## src/nmea_rmc_time_date_extractor_macros.svh

```systemverilog
// ----------------------------------------------------------------------------
// NMEA RMC extractor assertion macros
// Concurrent check wrappers, compiled out when NO_ASSERTIONS is set.
// ----------------------------------------------------------------------------
`ifndef NMEA_RMC_TIME_DATE_EXTRACTOR_MACROS_SVH
`define NMEA_RMC_TIME_DATE_EXTRACTOR_MACROS_SVH

`ifndef NO_ASSERTIONS

// same-cycle implication
`define NRTE_ASSERT_IMP(label, ante, cons) \
	label: assert property (@(posedge clk) disable iff (!arst_n) (ante) |-> (cons)) \
		else $error("nrte: implication check failed");

// next-cycle implication
`define NRTE_ASSERT_NXT(label, ante, cons) \
	label: assert property (@(posedge clk) disable iff (!arst_n) (ante) |=> (cons)) \
		else $error("nrte: next-cycle check failed");

`else

`define NRTE_ASSERT_IMP(label, ante, cons)

`define NRTE_ASSERT_NXT(label, ante, cons)

`endif

`endif

```

## src/nrte_pkg.sv

```systemverilog
// ----------------------------------------------------------------------------
// NMEA RMC extractor package
// Shared types and constants for the parser front, queue and decode back.
// ----------------------------------------------------------------------------
`default_nettype none

package nrte_pkg;

	localparam int unsigned FieldLen     = 6;
	localparam int unsigned NumPairs     = FieldLen / 2;
	localparam int unsigned TagLen       = 6;
	localparam int unsigned DotSkip      = 4;
	localparam int unsigned CommasToDate = 1 + 7;
	localparam int unsigned AsciiZero    = 48;
	localparam int unsigned YearBase     = 2000;
	localparam int unsigned QueueDepth   = 2;
	localparam int unsigned QPtrW        = (QueueDepth > 1) ? $clog2(QueueDepth) : 1;
	localparam int unsigned QCountW      = $clog2(QueueDepth + 1);

	typedef logic [7:0] char_t;
	typedef logic [2:0] pos_t;

	typedef enum logic {
		REQ_BYTE    = 1'b0,
		REQ_RESTART = 1'b1
	} req_t;

	localparam char_t ChDollar = 8'h24;
	localparam char_t ChG      = 8'h47;
	localparam char_t ChR      = 8'h52;
	localparam char_t ChM      = 8'h4D;
	localparam char_t ChC      = 8'h43;
	localparam char_t ChComma  = 8'h2C;

	localparam pos_t TagIdxDollar = 3'd0;
	localparam pos_t TagIdxG      = 3'd1;
	localparam pos_t TagIdxR      = 3'd3;
	localparam pos_t TagIdxM      = 3'd4;
	localparam pos_t TagIdxC      = 3'd5;

	typedef struct packed {
		logic                     done;
		logic                     time_flag;
		logic                     date_flag;
		char_t [FieldLen-1:0]     time_chars;
		char_t [FieldLen-1:0]     date_chars;
	} nrte_entry_t;

endpackage

`default_nettype wire

```

## src/nrte_front.sv

```systemverilog
// ----------------------------------------------------------------------------
// NMEA RMC extractor front
// Accepts bytes and restarts, runs the sentence parser and queues a snapshot.
// ----------------------------------------------------------------------------
`default_nettype none

module nrte_front
	import nrte_pkg::*;
(
	input  wire logic        clk,
	input  wire logic        arst_n,
	input  wire logic        in_valid,
	output logic             in_stall,
	input  wire logic        req_type,
	input  wire logic [7:0]  byte_value,
	output logic             push,
	output nrte_entry_t      push_entry,
	input  wire logic        full
);

	logic [2:0]           skip_q, skip_n;
	logic [3:0]           comma_q, comma_n;
	pos_t                 tag_pos_q, tag_pos_n;
	logic                 tag_ok_q, tag_ok_n;
	logic                 tag_matched_q, tag_matched_n;
	pos_t                 time_pos_q, time_pos_n;
	pos_t                 date_pos_q, date_pos_n;
	char_t [FieldLen-1:0] time_chars_q, time_chars_n;
	char_t [FieldLen-1:0] date_chars_q, date_chars_n;
	logic                 time_we, date_we, done;
	pos_t                 tag_idx;
	logic                 char_ok;
	logic                 accept;

	assign in_stall = full;
	assign accept   = in_valid && !full;
	assign push     = accept;

	always_comb begin
		skip_n        = skip_q;
		comma_n       = comma_q;
		tag_pos_n     = tag_pos_q;
		tag_ok_n      = tag_ok_q;
		tag_matched_n = tag_matched_q;
		time_pos_n    = time_pos_q;
		date_pos_n    = date_pos_q;
		time_we       = 1'b0;
		date_we       = 1'b0;
		done          = 1'b0;
		tag_idx       = tag_pos_q;
		char_ok       = 1'b1;
		if (req_t'(req_type) == REQ_RESTART) begin
			skip_n        = '0;
			comma_n       = '0;
			tag_pos_n     = '0;
			tag_ok_n      = 1'b0;
			tag_matched_n = 1'b0;
			time_pos_n    = '0;
			date_pos_n    = '0;
		end else if (skip_q != '0) begin
			skip_n = skip_q - 3'd1;
		end else if (comma_q != '0) begin
			if (byte_value == ChComma) begin
				comma_n = comma_q - 4'd1;
			end
		end else if (!tag_matched_q) begin
			if (byte_value == ChDollar) begin
				tag_idx = '0;
			end
			case (tag_idx)
				TagIdxDollar: char_ok = (byte_value == ChDollar);
				TagIdxG:      char_ok = (byte_value == ChG);
				TagIdxR:      char_ok = (byte_value == ChR);
				TagIdxM:      char_ok = (byte_value == ChM);
				TagIdxC:      char_ok = (byte_value == ChC);
				default:      char_ok = 1'b1;
			endcase
			tag_ok_n = char_ok && ((tag_idx == TagIdxDollar) || tag_ok_q);
			if (tag_idx == pos_t'(TagLen - 1)) begin
				if (tag_ok_n) begin
					tag_matched_n = 1'b1;
					skip_n        = 3'd1;
					tag_pos_n     = pos_t'(TagLen);
				end else begin
					tag_pos_n = '0;
				end
			end else begin
				tag_pos_n = tag_idx + 3'd1;
			end
		end else if (time_pos_q != pos_t'(FieldLen)) begin
			time_we    = 1'b1;
			time_pos_n = time_pos_q + 3'd1;
			if (time_pos_q == pos_t'(FieldLen - 1)) begin
				skip_n  = 3'(DotSkip);
				comma_n = 4'(CommasToDate);
			end
		end else if (date_pos_q != pos_t'(FieldLen)) begin
			date_we    = 1'b1;
			date_pos_n = date_pos_q + 3'd1;
			done       = (date_pos_q == pos_t'(FieldLen - 1));
		end else begin
			done = 1'b1;
		end
	end

	always_comb begin
		time_chars_n = time_chars_q;
		date_chars_n = date_chars_q;
		if (time_we) begin
			time_chars_n[time_pos_q] = byte_value;
		end
		if (date_we) begin
			date_chars_n[date_pos_q] = byte_value;
		end
	end

	always_comb begin
		push_entry.done       = done;
		push_entry.time_flag  = (time_pos_n == pos_t'(FieldLen));
		push_entry.date_flag  = (date_pos_n == pos_t'(FieldLen));
		push_entry.time_chars = time_chars_n;
		push_entry.date_chars = date_chars_n;
	end

	always_ff @(posedge clk or negedge arst_n) begin
		if (!arst_n) begin
			skip_q        <= '0;
			comma_q       <= '0;
			tag_pos_q     <= '0;
			tag_ok_q      <= 1'b0;
			tag_matched_q <= 1'b0;
			time_pos_q    <= '0;
			date_pos_q    <= '0;
		end else if (accept) begin
			skip_q        <= skip_n;
			comma_q       <= comma_n;
			tag_pos_q     <= tag_pos_n;
			tag_ok_q      <= tag_ok_n;
			tag_matched_q <= tag_matched_n;
			time_pos_q    <= time_pos_n;
			date_pos_q    <= date_pos_n;
		end
	end

	always_ff @(posedge clk) begin
		if (accept) begin
			time_chars_q <= time_chars_n;
			date_chars_q <= date_chars_n;
		end
	end

endmodule

`default_nettype wire

```

## src/nrte_queue.sv

```systemverilog
// ----------------------------------------------------------------------------
// NMEA RMC extractor queue
// Short register queue between parser front and decode back.
// ----------------------------------------------------------------------------
`default_nettype none

module nrte_queue
	import nrte_pkg::*;
(
	input  wire logic        clk,
	input  wire logic        arst_n,
	input  wire logic        push,
	input  wire nrte_entry_t push_entry,
	output logic             full,
	input  wire logic        pop,
	output nrte_entry_t      pop_entry,
	output logic             empty
);

	nrte_entry_t           slots_q [QueueDepth];
	logic [QPtrW-1:0]      wr_ptr_q;
	logic [QPtrW-1:0]      rd_ptr_q;
	logic [QCountW-1:0]    count_q;

	assign full      = (count_q == QCountW'(QueueDepth));
	assign empty     = (count_q == '0);
	assign pop_entry = slots_q[rd_ptr_q];

	always_ff @(posedge clk or negedge arst_n) begin
		if (!arst_n) begin
			wr_ptr_q <= '0;
			rd_ptr_q <= '0;
			count_q  <= '0;
		end else begin
			if (push) begin
				wr_ptr_q <= (wr_ptr_q == QPtrW'(QueueDepth - 1)) ? '0 : wr_ptr_q + 1'b1;
			end
			if (pop) begin
				rd_ptr_q <= (rd_ptr_q == QPtrW'(QueueDepth - 1)) ? '0 : rd_ptr_q + 1'b1;
			end
			if (push && !pop) begin
				count_q <= count_q + 1'b1;
			end else if (pop && !push) begin
				count_q <= count_q - 1'b1;
			end
		end
	end

	always_ff @(posedge clk) begin
		if (push) begin
			slots_q[wr_ptr_q] <= push_entry;
		end
	end

endmodule

`default_nettype wire

```

## src/nrte_back.sv

```systemverilog
// ----------------------------------------------------------------------------
// NMEA RMC extractor back
// Decodes queued digit pairs into time and date values and registers results.
// ----------------------------------------------------------------------------
`default_nettype none

module nrte_back
	import nrte_pkg::*;
(
	input  wire logic        clk,
	input  wire logic        arst_n,
	output logic             pop,
	input  wire nrte_entry_t pop_entry,
	input  wire logic        empty,
	output logic             out_valid,
	input  wire logic        out_stall,
	output logic             done_res,
	output logic             hms_valid,
	output logic             dmy_valid,
	output logic [6:0]       hour,
	output logic [6:0]       minute,
	output logic [6:0]       second,
	output logic [6:0]       day,
	output logic [6:0]       month,
	output logic [11:0]      year,
	output logic             bad_digit
);

	function automatic logic is_digit(input char_t c);
		return (c >= 8'(AsciiZero)) && (c <= 8'(AsciiZero + 9));
	endfunction

	function automatic logic [6:0] pair_value(input char_t hi, input char_t lo);
		logic [6:0] dh;
		logic [6:0] dl;
		dh = {3'b0, 4'(hi - 8'(AsciiZero))};
		dl = {3'b0, 4'(lo - 8'(AsciiZero))};
		return (dh << 3) + (dh << 1) + dl;
	endfunction

	logic [6:0] tval [NumPairs];
	logic [6:0] dval [NumPairs];
	logic       tbad [NumPairs];
	logic       dbad [NumPairs];
	logic       any_bad;

	logic       out_valid_q;
	logic       done_q, hms_valid_q, dmy_valid_q, bad_q;
	logic [6:0] hour_q, minute_q, second_q, day_q, month_q;
	logic [11:0] year_q;

	assign pop = !empty && (!out_valid_q || !out_stall);

	always_comb begin
		any_bad = 1'b0;
		for (int i = 0; i < NumPairs; i++) begin
			tbad[i] = !is_digit(pop_entry.time_chars[2*i]) ||
				!is_digit(pop_entry.time_chars[2*i+1]);
			dbad[i] = !is_digit(pop_entry.date_chars[2*i]) ||
				!is_digit(pop_entry.date_chars[2*i+1]);
			tval[i] = (pop_entry.time_flag && !tbad[i]) ?
				pair_value(pop_entry.time_chars[2*i], pop_entry.time_chars[2*i+1]) : '0;
			dval[i] = (pop_entry.date_flag && !dbad[i]) ?
				pair_value(pop_entry.date_chars[2*i], pop_entry.date_chars[2*i+1]) : '0;
			any_bad = any_bad || (pop_entry.time_flag && tbad[i]) ||
				(pop_entry.date_flag && dbad[i]);
		end
	end

	always_ff @(posedge clk or negedge arst_n) begin
		if (!arst_n) begin
			out_valid_q <= 1'b0;
		end else if (pop) begin
			out_valid_q <= 1'b1;
		end else if (!out_stall) begin
			out_valid_q <= 1'b0;
		end
	end

	always_ff @(posedge clk) begin
		if (pop) begin
			done_q      <= pop_entry.done;
			hms_valid_q <= pop_entry.time_flag;
			dmy_valid_q <= pop_entry.date_flag;
			hour_q      <= tval[0];
			minute_q    <= tval[1];
			second_q    <= tval[2];
			day_q       <= dval[0];
			month_q     <= dval[1];
			year_q      <= 12'(YearBase) + {5'b0, dval[2]};
			bad_q       <= any_bad;
		end
	end

	assign out_valid  = out_valid_q;
	assign done_res   = done_q;
	assign hms_valid  = hms_valid_q;
	assign dmy_valid  = dmy_valid_q;
	assign hour       = hour_q;
	assign minute     = minute_q;
	assign second     = second_q;
	assign day        = day_q;
	assign month      = month_q;
	assign year       = year_q;
	assign bad_digit  = bad_q;

endmodule

`default_nettype wire

```

## src/nmea_rmc_time_date_extractor.sv

```systemverilog
// Path: the parser writes each accepted item into the queue, and the decoder
// loads it from the queue into the output registers unless a shown result is stalled.
// Throughput: one item per cycle while the input is not stalled; the two-entry queue between parser and
// decoder stalls the input only when both entries are held.
// Reset: clears parser progress, queue pointers and the output valid; the
// captured character stores keep their contents and are never shown unset.
// ----------------------------------------------------------------------------
// NMEA RMC time and date extractor
// Parses GPS receiver bytes for an RMC sentence and reports time and date.
// ----------------------------------------------------------------------------
`default_nettype none

`include "nmea_rmc_time_date_extractor_macros.svh"

module nmea_rmc_time_date_extractor
	import nrte_pkg::*;
(
	input  wire logic        clk,
	input  wire logic        arst_n,
	input  wire logic        in_valid,
	output logic             in_stall,
	input  wire logic        req_type,
	input  wire logic [7:0]  byte_value,
	output logic             out_valid,
	input  wire logic        out_stall,
	output logic             done_res,
	output logic             hms_valid,
	output logic             dmy_valid,
	output logic [6:0]       hour,
	output logic [6:0]       minute,
	output logic [6:0]       second,
	output logic [6:0]       day,
	output logic [6:0]       month,
	output logic [11:0]      year,
	output logic             bad_digit
);

	logic        q_push;
	logic        q_full;
	logic        q_pop;
	logic        q_empty;
	nrte_entry_t q_push_entry;
	nrte_entry_t q_pop_entry;

	nrte_front u_front (
		.clk        (clk),
		.arst_n     (arst_n),
		.in_valid   (in_valid),
		.in_stall   (in_stall),
		.req_type   (req_type),
		.byte_value (byte_value),
		.push       (q_push),
		.push_entry (q_push_entry),
		.full       (q_full)
	);

	nrte_queue u_queue (
		.clk        (clk),
		.arst_n     (arst_n),
		.push       (q_push),
		.push_entry (q_push_entry),
		.full       (q_full),
		.pop        (q_pop),
		.pop_entry  (q_pop_entry),
		.empty      (q_empty)
	);

	nrte_back u_back (
		.clk        (clk),
		.arst_n     (arst_n),
		.pop        (q_pop),
		.pop_entry  (q_pop_entry),
		.empty      (q_empty),
		.out_valid  (out_valid),
		.out_stall  (out_stall),
		.done_res   (done_res),
		.hms_valid  (hms_valid),
		.dmy_valid  (dmy_valid),
		.hour       (hour),
		.minute     (minute),
		.second     (second),
		.day        (day),
		.month      (month),
		.year       (year),
		.bad_digit  (bad_digit)
	);

	`NRTE_ASSERT_IMP(a_done_has_date, out_valid && done_res, dmy_valid)
	`NRTE_ASSERT_IMP(a_date_has_time, out_valid && dmy_valid, hms_valid)
	`NRTE_ASSERT_IMP(a_no_time_zero, out_valid && !hms_valid, (hour | minute | second) == '0)
	`NRTE_ASSERT_NXT(a_full_holds, q_full && !q_pop, q_full)

endmodule

`default_nettype wire
```

## config.mk

```make
export PLATFORM = sky130hd
export DESIGN_NAME = nmea_rmc_time_date_extractor
export DESIGN_NICKNAME = d
export VERILOG_FILES = /design/src/nrte_pkg.sv /design/src/nrte_front.sv /design/src/nrte_queue.sv /design/src/nrte_back.sv /design/src/nmea_rmc_time_date_extractor.sv
export VERILOG_INCLUDE_DIRS = /design/src /design/src/src
export SDC_FILE = /design/constraint.sdc
export NUM_CORES = 1
export LEC_CHECK = 0
export ABC_AREA = 1
export BUFFER_PORTS_ARGS = -buffer_cell sky130_fd_sc_hd__buf_2
export CORE_MARGIN = 2
export CORE_UTILIZATION = 56
export DETAILED_ROUTE_END_ITERATION = 8
export GPL_TIMING_DRIVEN = 1
export PLACE_DENSITY = 0.8
export REMOVE_ABC_BUFFERS = 1
export SETUP_SLACK_MARGIN = 0.3
export SKIP_LAST_GASP = 1
export SLEW_MARGIN = 20
export SYNTH_ARGS = -nofsm -noshare
export SYNTH_HDL_FRONTEND = slang
export SYNTH_SLANG_ARGS = --single-unit
```

## constraint.sdc

```tcl
create_clock -name clk -period 5.2 [get_ports clk]
set_input_delay 1.04 -clock clk [delete_from_list [all_inputs] [get_ports clk]]
set_output_delay 1.04 -clock clk [all_outputs]
set_load 0.02 [all_outputs]
```

==> qor.yml <==
setup_path:
  r2r_end: "u_back.year[6]"
  path_class: "flop to flop"
  critPathLaunchType: "flop"
  path_common_cell: "nand2_1"
  cp_max_fo: 60
  slowest_delay_ns: 0.63
  crit_slowest_cell: "buf_4"
  arrival_ns: 3.70
  critPathCaptureType: "flop"
  r2r_slack_ns: 1.78
  ff2ff_path_depth: 12
  critPathRequiredTime_ns: 5.48
  rr_startpoint: "u_queue.rd_ptr_q"
  crit_path_cell_trace: "buf_4 -> o21ai_1 -> inv_1 -> fa_1 -> fa_1 -> nand2_1 -> nand2_1 -> a21oi_1 -> xor2_1 -> nand2_1 -> ha_1 -> inv_1"
grt:
  grt_pass1_vias: 9818
  grt_start_max_net_pins: 61
  overflow: 0
  antenna_found_initial: 0
  grt_pass1_wl_um: 49700
  grt_usage: 0.208
power:
  p_comb_frac: 0.318
  intPower_mw: 6.70
  switching_share: 0.336
  vdd_drop_max_v: 0.000371
  power_frac_seq: 0.422
  p_sw_mw: 3.39
  pwr-share-clk: 0.259
  power_density_nw_per_um2: 561
  p_total_mw: 10.1
  p_leak_nw: 6.69
finish:
  diodes: 0
  synthToLayoutAreaGrowth_pct: 11.3
  nNetsFinal: 1419
  drive_gt1_frac: 0.153
timing:
  hold_slack_ns: 0.497
  hold_viol_final: 0
  worst_pin_slew_ns: 0.943
  post-route-period-util: 0.657
  max_freq_ghz: 0.293
  fin_ws_ns: 1.78
  finalSetupViolCount: 0
  relSlewSlack: 0.371
  rsz0062_at_grt: "no"
  fin_crit_ns: 3.42
  slew_violations: 0
  finalClockSkew_ns: 0.0161
clock_network:
  clk_path_buf_depth: 3
  h-tree-depth: 2
  cts_hold_buf: 0
  cts_made_buffers: 38
  postCtsSetupBuffers: 0
  ctsResizeCount: 0
  clk_latency_ns: 0.53
  path_clk_slew_ns: 0.06
  root_buffer: "clkbuf_16"
  cts.sinks: 366
  cts_tree: "built"
placement:
  dp_slack_ns: 1.41
  place_congestion: 0.820
  place_hpwl_um: 19300
  portBuffers: 65
synth:
  netlist_top_cells_area: "edfxtp_1, nand2_1, ha_1, dfrtp_1, o21a_1"
  syn_area_um2: 16200
  seq_area_frac_synth: 0.673
  synthFlopType: "edfxtp_1"
  avgSynthCellArea_um2: 12.8
  synth_edf_count: 343
  synth_cell_types: 54
  ys_warn_count: 0
  syn_inst: 1260
  synth-seq-cells: 366
  yosysTopAreaCell: "edfxtp_1"
  netlist.area_leader.share: 0.637
  async_flop_share: 0.0628
routing:
  drc: 0
  vias: 9702
  post_drt_via_cell_ratio: 5.56
  drtAntennaViolNets: 0
  wirelength_um: 30800
  routedWlPerCell_um: 17.6
  first_iter_violations: 864
  drtPass1Iterations: 5
floorplanning:
  core_area_um2: 28500
  rows: 62
  die_h_um: 174
  start_util: 0.566
  dieArea_um2: 30200
  die_w_um: 174
  io_pins: 66
hold_path:
  min_to: "u_back.out_valid"
  hold_path.class: "flop to flop"
  min_path_cells: 2
  min_from: "u_back.out_valid"
flow_run:
  maxCapViolCount: 0
status:
  status: "finished clean"
## power by group through the flow
stage / clock [mW] / sequential [mW] / combinational [mW]
floorplan: 0 / 4.59 / 2.08
global placement: 0 / 4.29 / 3.06
detailed placement: 0 / 4.32 / 3.22
CTS: 2.65 / 4.26 / 3.25
global route: 2.77 / 4.32 / 3.65
finish: 2.62 / 4.26 / 3.21
## final cells by class
class                   instances  area, um2
clock buffers                  47       1050
clock inverters                17        151
fillers                      2099      10600
inverters                      94        362
multi-input cells             763       4690
flip-flops and latches        366      10900
well taps                     384        480
repair buffers                 73        385
## cells in the mapped netlist (all sizes together), types with 2 or more instances
cell type,number
a21oi,39
nor3b,10
nand2,326
mux2i,2
clkbuf,11
nor3,21
nand4,14
xor2,4
edfxtp,343
xnor2,3
dfrtp,23
o21a,64
o22ai,4
fa,12
inv,93
or2,12
o21ai,50
nor4b,2
nor4,3
nand3b,4
a31oi,2
buf,26
nor2,63
ha,58
mux2,16
a31o,2
o32ai,4
nand3,43
## logic make-up after synthesis
| logic type | share of synthesized area |
|---|---|
| and+or+nand+nor | 0.146 |
| DFF | 0.673 |
| AOI/OAI and AO/OA | 0.0671 |
| buffers and inverters | 0.0387 |
| adders and majority gates | 0.0597 |
| muxes | 0.0124 |
| xor gates and xnor gates | 0.00379 |
## cell usage in the layout, fill, tap and decap left out, drive strengths merged
cell type and n:
edfxtp 343, nand2 326, inv 93, buf 73, o21a 64, nor2 63
ha 58, o21ai 50, clkbuf 47, nand3 43, a21oi 39, dfrtp 23
nor3 21, mux2 16, clkinv 15, nand4 14, fa 12, or2 12
nor3b 10, xor2 4, nand3b 4, o22ai 4, o32ai 4, xnor2 3
nor4 3, bufinv 3, mux2i 2, a31o 2, nor4b 2, a31oi 2
o2111a 1, a211oi 1, o2111ai 1, and2 1, o31ai 1
## critical path: cells and delay by family, from the launching register on
| family | cells | cell delay [ns] |
|---|---|---|
| AND/OR/NAND/NOR | 3 | 0.23 |
| XOR/XNOR | 1 | 0.15 |
| adder cells (fa/ha/maj) | 3 | 1.24 |
| flip-flops | 1 | 0.36 |
| AO/OA/AOI/OAI | 2 | 0.36 |
| buffers and inverters | 3 | 0.81 |
## sequential cells by signal (all words and copies together) (netlist names), 2 cells and up
signal / count
u_back.year: 10
u_front.tag_pos_q: 3
u_front.date_pos_q: 3
u_front.date_chars_q: 48
u_back.day: 7
u_front.comma_q: 4
u_back.second: 7
u_front.time_chars_q: 48
u_front.time_pos_q: 3
u_back.month: 7
u_queue.count_q: 2
u_front.skip_q: 3
u_back.minute: 7
u_back.hour: 7
u_queue.slots_q: 198
## through the flow
| step | setup TNS, ns | utilization | instances | area [um2] |
|---|---|---|---|---|
| final | 0 | 0.630 | 1744 | 18000 |
| after global routing | 0 | 0.630 | 1744 | 18000 |
| after CTS | 0 | 0.630 | 1744 | 18000 |
| after detailed placement | 0 | 0.588 | 1680 | 16800 |
| after global placement | 0 | 0.588 | 1680 | 16800 |
| after floorplan | -189.56 | - | 1223 | 15900 |
## how the worst max path moves through the flow
| stage | startpoint | end | slack (ns) | cells past startpoint |
|---|---|---|---|---|
| 2_1_floorplan | in_valid | u_queue.slots_q[1][0] | -0.97 | 2 |
| 6_report | u_queue.rd_ptr_q | u_back.year[6] | 1.78 | 12 |
| 3_5_place_dp | byte_value[0] | u_front.skip_q[1] | 1.41 | 19 |
| 4_1_cts | u_queue.rd_ptr_q | u_back.year[6] | 1.75 | 12 |
| 5_1_grt | u_queue.rd_ptr_q | u_back.year[6] | 1.54 | 12 |
| 3_3_place_gp | byte_value[0] | u_front.skip_q[0] | 1.57 | 20 |
## metal layers
metal / vias to the layer above / routed length (um) / GRT usage
met1: 4690 / 12800 / 0.279
met3: 63 / 2150 / 0.0378
met2: 355 / 14800 / 0.342
li1: 4594 / - / -
met4: 0 / 983 / 0.0816
met5: - / 0 / 0
Power figures use the tool's default switching activity.
